## src/rtl/core/pdv_pkg.sv

```systemverilog
package pdv_pkg;

  // Byte positions within a frame, counted from the first start-of-frame byte
  localparam int unsigned PosW = 17;
  localparam logic [PosW-1:0] POS_HUNT        = 17'd0;
  localparam logic [PosW-1:0] POS_SOF_SECOND  = 17'd1;
  localparam logic [PosW-1:0] POS_LIMIT_FIRST = 17'd10;
  localparam logic [PosW-1:0] POS_IDS_FIRST   = 17'd14;
  localparam logic [PosW-1:0] POS_LEN_FIRST   = 17'd17;
  localparam logic [PosW-1:0] POS_LEN_LAST    = 17'd18;
  localparam logic [PosW-1:0] POS_PAYLOAD     = 17'd19;

  // Result kinds
  localparam logic KIND_PAYLOAD = 1'b0;
  localparam logic KIND_END     = 1'b1;

  // Frame end status codes
  localparam logic [1:0] STATUS_OK       = 2'd0;
  localparam logic [1:0] STATUS_BAD_SUM  = 2'd1;
  localparam logic [1:0] STATUS_TOO_LONG = 2'd2;

  // Configuration register indexes
  localparam int unsigned CfgIdxW = 2;
  localparam logic [CfgIdxW-1:0] CFG_SOF_HIGH    = 2'd0;
  localparam logic [CfgIdxW-1:0] CFG_SOF_LOW     = 2'd1;
  localparam logic [CfgIdxW-1:0] CFG_MAX_PAYLOAD = 2'd2;
  localparam int unsigned CfgDataW = 16;

  // Width of the packed result data bus, rounded up to whole bytes
  localparam int unsigned ResBits = 162;
  localparam int unsigned OutDataW = ((ResBits + 7) / 8) * 8;

  // One result item
  typedef struct packed {
    logic        kind;
    logic [7:0]  data_byte;
    logic [15:0] byte_index;
    logic [63:0] time_stamp;
    logic [31:0] time_limit;
    logic [7:0]  src_addr;
    logic [7:0]  dst_addr;
    logic [7:0]  frame_kind;
    logic [15:0] body_len;
    logic [1:0]  status;
    logic        last;
  } res_t;

  // Handshake between the deframer and the output stage
  typedef struct packed {
    logic valid;
    res_t res;
  } res_xfer_t;

endpackage

```

## src/rtl/core/packet_deframe_validate_core.sv

```systemverilog
// Channel | Dir | Ports                              | Contents
// in      | in  | in_tvalid/in_tready/in_tdata[7:0]  | rx_byte
// out     | out | out_tvalid/out_tready/out_tdata    | header, payload byte, status
//         |     | out_tuser, out_tlast               | kind, last
// cfg     | in  | cfg_we/cfg_index/cfg_wdata         | sof_high, sof_low, max_payload
//
// One byte is taken per cycle unless a stall on out_tready holds the walk; a byte
// goes to the input register, its result to the output register, whence it can leave.
// The frame walk between the two registers is combinational.
// rst_n is synchronous: the block returns to hunting with default registers.
// A stall on out_tready holds the walk; in_tready drops once the input
// register is full and cannot advance.
module packet_deframe_validate_core
  import pdv_pkg::*;
(
  input  logic                clk,
  input  logic                rst_n,
  input  logic                in_tvalid,
  output logic                in_tready,
  input  logic [7:0]          in_tdata,    // [7:0] rx_byte
  output logic                out_tvalid,
  input  logic                out_tready,
  // [7:0] data_byte, [23:8] byte_index, [87:24] time_stamp, [119:88] time_limit,
  // [127:120] src_addr, [135:128] dst_addr, [143:136] frame_kind,
  // [159:144] body_len, [161:160] status, [167:162] zero
  output logic [OutDataW-1:0] out_tdata,
  output logic                out_tuser,   // [0] kind
  output logic                out_tlast,
  input  logic                cfg_we,
  input  logic [CfgIdxW-1:0]  cfg_index,
  input  logic [CfgDataW-1:0] cfg_wdata
);

  logic      in_vld_r;
  logic [7:0] in_byte_r;
  logic      space;
  logic      step;
  res_xfer_t res;

  // Input register advances whenever the output slot can take the result
  assign step      = in_vld_r && space;
  assign in_tready = !in_vld_r || step;

  always_ff @(posedge clk) begin
    if (!rst_n) begin
      in_vld_r <= 1'b0;
    end else if (in_tready) begin
      in_vld_r <= in_tvalid;
    end
  end

  always_ff @(posedge clk) begin
    if (in_tready && in_tvalid) begin
      in_byte_r <= in_tdata;
    end
  end

  pdv_deframer u_deframer (
    .clk       (clk),
    .rst_n     (rst_n),
    .cfg_we    (cfg_we),
    .cfg_index (cfg_index),
    .cfg_wdata (cfg_wdata),
    .step      (step),
    .rx_byte   (in_byte_r),
    .res_o     (res)
  );

  pdv_out_reg u_out_reg (
    .clk        (clk),
    .rst_n      (rst_n),
    .res_i      (res),
    .space      (space),
    .out_tvalid (out_tvalid),
    .out_tready (out_tready),
    .out_tdata  (out_tdata),
    .out_tuser  (out_tuser),
    .out_tlast  (out_tlast)
  );

endmodule

```

## src/rtl/core/pdv_deframer.sv

```systemverilog
module pdv_deframer
  import pdv_pkg::*;
(
  input  logic                clk,
  input  logic                rst_n,
  input  logic                cfg_we,
  input  logic [CfgIdxW-1:0]  cfg_index,
  input  logic [CfgDataW-1:0] cfg_wdata,
  input  logic                step,
  input  logic [7:0]          rx_byte,
  output res_xfer_t           res_o
);

  logic [7:0]      sof_high_r, sof_low_r;
  logic [15:0]     max_payload_r;

  logic [PosW-1:0] pos_r, pos_nxt;
  logic [15:0]     len_r, len_nxt;
  logic [7:0]      sum1_r, sum1_nxt, sum2_r, sum2_nxt;
  logic [63:0]     stamp_r, stamp_nxt;
  logic [31:0]     limit_r, limit_nxt;
  logic [23:0]     ids_r, ids_nxt;
  logic [7:0]      hold_r, hold_nxt;

  logic [7:0]      fold1, fold2;
  logic [PosW-1:0] pos_inc, pay_end;
  logic [15:0]     len_shift;

  // Fletcher-style fold (plain modulo-256 sums) of the current byte, and derived positions
  assign fold1     = sum1_r + rx_byte;
  assign fold2     = sum2_r + fold1;
  assign pos_inc   = pos_r + 1'b1;
  assign pay_end   = POS_PAYLOAD + {1'b0, len_r};
  assign len_shift = {len_r[7:0], rx_byte};

  // Per-byte frame walk
  always_comb begin
    pos_nxt   = pos_r;
    len_nxt   = len_r;
    sum1_nxt  = sum1_r;
    sum2_nxt  = sum2_r;
    stamp_nxt = stamp_r;
    limit_nxt = limit_r;
    ids_nxt   = ids_r;
    hold_nxt  = hold_r;
    res_o     = '0;
    if (step) begin
      if (pos_r == POS_HUNT) begin
        if (rx_byte == sof_high_r) begin
          sum1_nxt = rx_byte;
          sum2_nxt = rx_byte;
          pos_nxt  = POS_SOF_SECOND;
        end
      end else if (pos_r == POS_SOF_SECOND) begin
        if (rx_byte == sof_low_r) begin
          sum1_nxt = fold1;
          sum2_nxt = fold2;
          pos_nxt  = pos_inc;
        end else if (rx_byte == sof_high_r) begin
          // repeated first byte restarts the frame here
          sum1_nxt = rx_byte;
          sum2_nxt = rx_byte;
        end else begin
          pos_nxt = POS_HUNT;
        end
      end else if (pos_r < POS_PAYLOAD) begin
        // header bytes, big-endian
        sum1_nxt = fold1;
        sum2_nxt = fold2;
        pos_nxt  = pos_inc;
        if (pos_r < POS_LIMIT_FIRST) begin
          stamp_nxt = {stamp_r[55:0], rx_byte};
        end else if (pos_r < POS_IDS_FIRST) begin
          limit_nxt = {limit_r[23:0], rx_byte};
        end else if (pos_r < POS_LEN_FIRST) begin
          ids_nxt = {ids_r[15:0], rx_byte};
        end else begin
          len_nxt = len_shift;
        end
        // oversize frame: report and drop
        if (pos_r == POS_LEN_LAST && len_shift > max_payload_r) begin
          pos_nxt              = POS_HUNT;
          res_o.valid          = 1'b1;
          res_o.res.kind       = KIND_END;
          res_o.res.time_stamp = stamp_r;
          res_o.res.time_limit = limit_r;
          res_o.res.src_addr   = ids_r[23:16];
          res_o.res.dst_addr   = ids_r[15:8];
          res_o.res.frame_kind = ids_r[7:0];
          res_o.res.body_len   = len_shift;
          res_o.res.status     = STATUS_TOO_LONG;
          res_o.res.last       = 1'b1;
        end
      end else if (pos_r < pay_end) begin
        // payload byte
        sum1_nxt             = fold1;
        sum2_nxt             = fold2;
        pos_nxt              = pos_inc;
        res_o.valid          = 1'b1;
        res_o.res.kind       = KIND_PAYLOAD;
        res_o.res.data_byte  = rx_byte;
        res_o.res.byte_index = 16'(pos_r - POS_PAYLOAD);
      end else if (pos_r == pay_end) begin
        hold_nxt = rx_byte;
        pos_nxt  = pos_inc;
      end else begin
        // second checksum byte closes the frame
        pos_nxt              = POS_HUNT;
        res_o.valid          = 1'b1;
        res_o.res.kind       = KIND_END;
        res_o.res.time_stamp = stamp_r;
        res_o.res.time_limit = limit_r;
        res_o.res.src_addr   = ids_r[23:16];
        res_o.res.dst_addr   = ids_r[15:8];
        res_o.res.frame_kind = ids_r[7:0];
        res_o.res.body_len   = len_r;
        res_o.res.status     = (hold_r == sum1_r && rx_byte == sum2_r) ?
                               STATUS_OK : STATUS_BAD_SUM;
        res_o.res.last       = 1'b1;
      end
    end
  end

  // Configuration registers
  always_ff @(posedge clk) begin
    if (!rst_n) begin
      sof_high_r    <= '0;
      sof_low_r     <= '0;
      max_payload_r <= '1;
    end else if (cfg_we) begin
      case (cfg_index)
        CFG_SOF_HIGH:    sof_high_r    <= cfg_wdata[7:0];
        CFG_SOF_LOW:     sof_low_r     <= cfg_wdata[7:0];
        CFG_MAX_PAYLOAD: max_payload_r <= cfg_wdata;
        default: ;
      endcase
    end
  end

  // Frame state
  always_ff @(posedge clk) begin
    if (!rst_n) begin
      pos_r   <= POS_HUNT;
      len_r   <= '0;
      sum1_r  <= '0;
      sum2_r  <= '0;
      stamp_r <= '0;
      limit_r <= '0;
      ids_r   <= '0;
      hold_r  <= '0;
    end else begin
      pos_r   <= pos_nxt;
      len_r   <= len_nxt;
      sum1_r  <= sum1_nxt;
      sum2_r  <= sum2_nxt;
      stamp_r <= stamp_nxt;
      limit_r <= limit_nxt;
      ids_r   <= ids_nxt;
      hold_r  <= hold_nxt;
    end
  end

endmodule

```

## src/rtl/core/pdv_out_reg.sv

```systemverilog
module pdv_out_reg
  import pdv_pkg::*;
(
  input  logic                clk,
  input  logic                rst_n,
  input  res_xfer_t           res_i,
  output logic                space,
  output logic                out_tvalid,
  input  logic                out_tready,
  output logic [OutDataW-1:0] out_tdata,
  output logic                out_tuser,
  output logic                out_tlast
);

  logic valid_r;
  res_t res_r;

  // Slot is free when empty or being drained this cycle
  assign space = !valid_r || out_tready;

  always_ff @(posedge clk) begin
    if (!rst_n) begin
      valid_r <= 1'b0;
    end else if (space) begin
      valid_r <= res_i.valid;
    end
  end

  always_ff @(posedge clk) begin
    if (space && res_i.valid) begin
      res_r <= res_i.res;
    end
  end

  assign out_tvalid = valid_r;
  assign out_tuser  = res_r.kind;
  assign out_tlast  = res_r.last;
  assign out_tdata  = {(OutDataW - ResBits)'(0), res_r.status, res_r.body_len,
                       res_r.frame_kind, res_r.dst_addr, res_r.src_addr,
                       res_r.time_limit, res_r.time_stamp, res_r.byte_index,
                       res_r.data_byte};

endmodule

```

## config.mk

```make
export PLATFORM = sky130hd
export DESIGN_NAME = packet_deframe_validate_core
export DESIGN_NICKNAME = d
export VERILOG_FILES = /design/src/rtl/core/pdv_pkg.sv /design/src/rtl/core/packet_deframe_validate_core.sv /design/src/rtl/core/pdv_deframer.sv /design/src/rtl/core/pdv_out_reg.sv
export SDC_FILE = /design/constraint.sdc
export NUM_CORES = 1
export LEC_CHECK = 0
export BUFFER_PORTS_ARGS = -buffer_cell sky130_fd_sc_hd__buf_4
export CORE_MARGIN = 1.5
export CORE_UTILIZATION = 58
export DETAILED_ROUTE_END_ITERATION = 12
export HOLD_SLACK_MARGIN = 0.12
export PLACE_DENSITY = 0.8
export SYNTH_ARGS = -nofsm -noshare
export SYNTH_HDL_FRONTEND = slang
export SYNTH_HIERARCHICAL = 1
export SYNTH_SLANG_ARGS = --single-unit
```

## constraint.sdc

```tcl
create_clock -name clk -period 5.55 [get_ports clk]
set_input_delay 1.11 -clock clk [delete_from_list [all_inputs] [get_ports clk]]
set_output_delay 1.11 -clock clk [all_outputs]
set_load 0.05 [all_outputs]
```

==> run_results.csv <==
group,metric,value,unit
power,peakVddDrop,0.1873,mV
global_routing,overflow,0,
die,core,28700,um2
cts,cts_resized,0,
outcome,status,"finished clean",
cts,clk_latency,0.53,ns
setup_path,start_kind,"register",
timing,max_freq,0.2056,GHz
setup_path,worstSetupPathType,"register to register",
global_routing,antenna_found_initial,0,
power,p_total,5.550,mW
die,die_y,174.0,um
cells_and_area,area_growth,16.34,%
logic_synthesis,synth_area_per_cell,10.80,um2
logic_synthesis,synth_edf_count,172,
power,seqPwrFrac,53.3,%
timing,hold_violations,0,
placed_design,port_buffers,196,
power,p_sw,1.165,mW
timing,rsz0062_at_grt,"no",
setup_path,rrSetupSlack,0.69,ns
die,num_rows,62,
setup_path,path_delay_family,"compound AO/OA/AOI/OAI gates",
timing,finClkSkew,0.01999,ns
logic_synthesis,ys_seq_area_share,55.39,%
logic_synthesis,synth_flop_cell,"dfxtp_1",
setup_path,max_stage_delay,0.79,ns
global_routing,grt_pass1_wl,59.35,mm
die,start_util,59.06,%
cts,numCtsBuffers,38,
setup_path,cp_cell_sequence,"inv_1 -> ha_1 -> nor2_1 -> o21ai_0 -> nor2_1 -> nand3_1 -> xor2_1 -> ha_1 -> a21oi_1 -> o21ai_0 -> a211oi_2 -> nor3_1 -> a211oi_1 -> and2_4 -> buf_12",
die,dieArea,30260,um2
route,via_per_inst,5.627,
timing,finalCritPeriodShare,87.62,%
cells_and_area,antenna_cells,0,
route,routed_wl,37.52,mm
placed_design,gp_congestion,0.8974,
logic_synthesis,syn_inst,1570,
placed_design,dp_hpwl,24.72,mm
hold_path,hold_class,"register to register",
timing,worst_slew_pin_slew,1.271,ns
route,ant_nets,0,
run,drv_cap,0,
setup_path,reg2reg_from,"u_deframer/len_r[0]",
power,p_int,4.385,mW
cts,clkTransAtPathRegs,0.06,ns
route,drt_iter0_drc,807,
timing,final-setup-viol-count,0,
power,clkPwrFrac,44.1,%
cts,cts-root-buf,"clkbuf_16",
global_routing,grt_max_degree,106,
cts,cts.path.max_buffers,3,
logic_synthesis,ys_async_sr_fraction,0,%
setup_path,reg2reg_to,"u_out_reg/out_tdata[37]",
setup_path,cpMaxStageDelayCell,"a211oi_2",
timing,report.final.slew_viol_count,0,
route,vias,12009,
cts,cts_htree_levels,2,
hold_path,holdPathStages,2,
logic_synthesis,syn-cell-area,16950,um2
logic_synthesis,synth_cell_type_count,85,
route,drt_pass1_iterations,5,
logic_synthesis,yosysWarnings,6,
setup_path,reg2reg_depth,15,
cts,cts_setup_buffers,0,
power,leakagePower,8.017,nW
cells_and_area,layout_common_cells,"dfxtp_1 (211), buf_4 (205), nand2_1 (193), edfxtp_1 (172), nor2_1 (142)",
power,combPwrFrac,2.7,%
cts,cts.sinks,383,
cells_and_area,drive_gt1_share,17.77,%
setup_path,required,5.75,ns
setup_path,path_depth,15,
setup_path,endpoint,"u_out_reg/out_tdata[37]",
setup_path,crit_arrival,5.07,ns
setup_path,path_max_fanout,59,
global_routing,grt_usage,24.36,%
die,chipWidth,174.0,um
global_routing,grt_pass1_vias,11410,
cts,cts_tree,"yes",
logic_synthesis,ys_seq_elements,383,
route,wl_per_cell,17.58,um
timing,finalCriticalPeriod,4.863,ns
timing,fin_tns_setup,0,ns
power,netSwitchingFraction,21.00,%
cells_and_area,layout_commonest_cell,"dfxtp_1",
setup_path,critPathLaunch,"u_deframer/len_r[0]",
route,drc_errors,0,
setup_path,crit_buf_inv,2,
cells_and_area,nets,1805,
setup_path,crit_path_end_kind,"register",
power,power_density,281.4,nW/um2
timing,timing.hold.ws,0.4517,ns
cts,cts_hold_buffers,0,
die,ios,203,
timing,relSlewSlack,14.94,%
-- area by class of cell --
class / instances / area, um2
clock buffers: 49 / 1013
fillers: 2083 / 8981
clock inverters: 21 / 175.2
multi-input cells: 1043 / 6870
repair buffers: 209 / 1619
flip-flops and latches: 383 / 9389
well taps: 384 / 480.5
inverters: 45 / 173.9
-- Yosys cell counts (all sizes together), types with 19 or more instances --
library cell    n  area [um2]
nand3          21       115.1
xnor2          35       306.5
buf            68       420.4
nand2         195       737.0
nor2          146       585.6
xor2           36       315.3
mux2i         101        1011
edfxtp        172        5165
a21oi          97       519.3
inv            45       168.9
o211ai         19       156.4
clkbuf         36       135.1
and2          129       814.5
nand4          27       175.2
dfxtp         211        4224
ha             52       650.6
-- layer usage --
layer,track usage (%),vias to the layer above,part of all wire [%]
li1,-,5764,-
met1,32.75,5806,44
met2,40.92,365,48
met3,3.281,74,5.2
met4,8.046,0,2.6
met5,0,-,0
-- state kept, by name, indices dropped and copies added, names as in the netlist --
| register | flops |
|---|---|
| u_out_reg/out_tdata | 162 |
| u_deframer/stamp_r | 64 |
| u_deframer/limit_r | 32 |
| u_deframer/ids_r | 24 |
| u_deframer/pos_r | 17 |
| u_deframer/len_r | 16 |
| u_deframer/max_payload_r | 16 |
| in_byte_r | 8 |
| u_deframer/hold_r | 8 |
| u_deframer/sof_high_r | 8 |
| u_deframer/sof_low_r | 8 |
| u_deframer/sum1_r | 8 |
| u_deframer/sum2_r | 8 |
| in_vld_r | 1 |
| u_out_reg/out_tlast | 1 |
| u_out_reg/out_tuser | 1 |
| u_out_reg/out_tvalid | 1 |
-- how the worst min path moves through the flow --
stage | slack [ns] | endpoint | start
6_report | 0.45 | u_deframer/stamp_r[57] | u_deframer/stamp_r[57]
5_1_grt | 0.47 | u_deframer/stamp_r[61] | u_deframer/stamp_r[61]
4_1_cts | 0.45 | u_deframer/stamp_r[57] | u_deframer/stamp_r[57]
3_5_place_dp | 0.44 | u_deframer/stamp_r[60] | u_deframer/stamp_r[60]
3_3_place_gp | 0.44 | u_deframer/stamp_r[60] | u_deframer/stamp_r[60]
2_1_floorplan | 0.43 | u_deframer/stamp_r[56] | u_deframer/stamp_r[56]
-- kinds of logic after synthesis --
family                     share of synthesized area (%)
AOI/OAI and AO/OA                                  9.035
and+or+nand+nor                                    17.57
xor gates and xnor gates                           3.668
muxes                                              5.964
DFF                                                55.39
buffers and inverters                              4.274
other                                            0.02212
adders and majority gates                          4.074
-- power by group through the flow --
stage | registers [mW] | logic (mW) | clock network (mW)
2_1_floorplan | 3.01 | 0.109 | 0
3_3_place_gp | 3.02 | 0.142 | 0
3_5_place_dp | 3.02 | 0.145 | 0
4_1_cts | 2.96 | 0.146 | 2.48
5_1_grt | 2.96 | 0.161 | 2.60
6_report | 2.96 | 0.147 | 2.45
-- worst min-delay path, cell delays in order, from the launching register on --
cell and delay (ns):
dfxtp_1 0.30, nand2_1 0.05, a21oi_1 0.05
-- stage by stage --
step                      cell area, um2  setup WS, ns  std cells  util [%]
after floorplan                    16970        0.9030       1575         -
after global placement             18530         1.025       2064     64.57
after detailed placement           18530        0.7791       2064     64.57
after CTS                          19720        0.7616       2134     68.71
after global routing               19720        0.3013       2134     68.71
final                              19720        0.6870       2134     68.71
(Power assumes the default switching activity.)
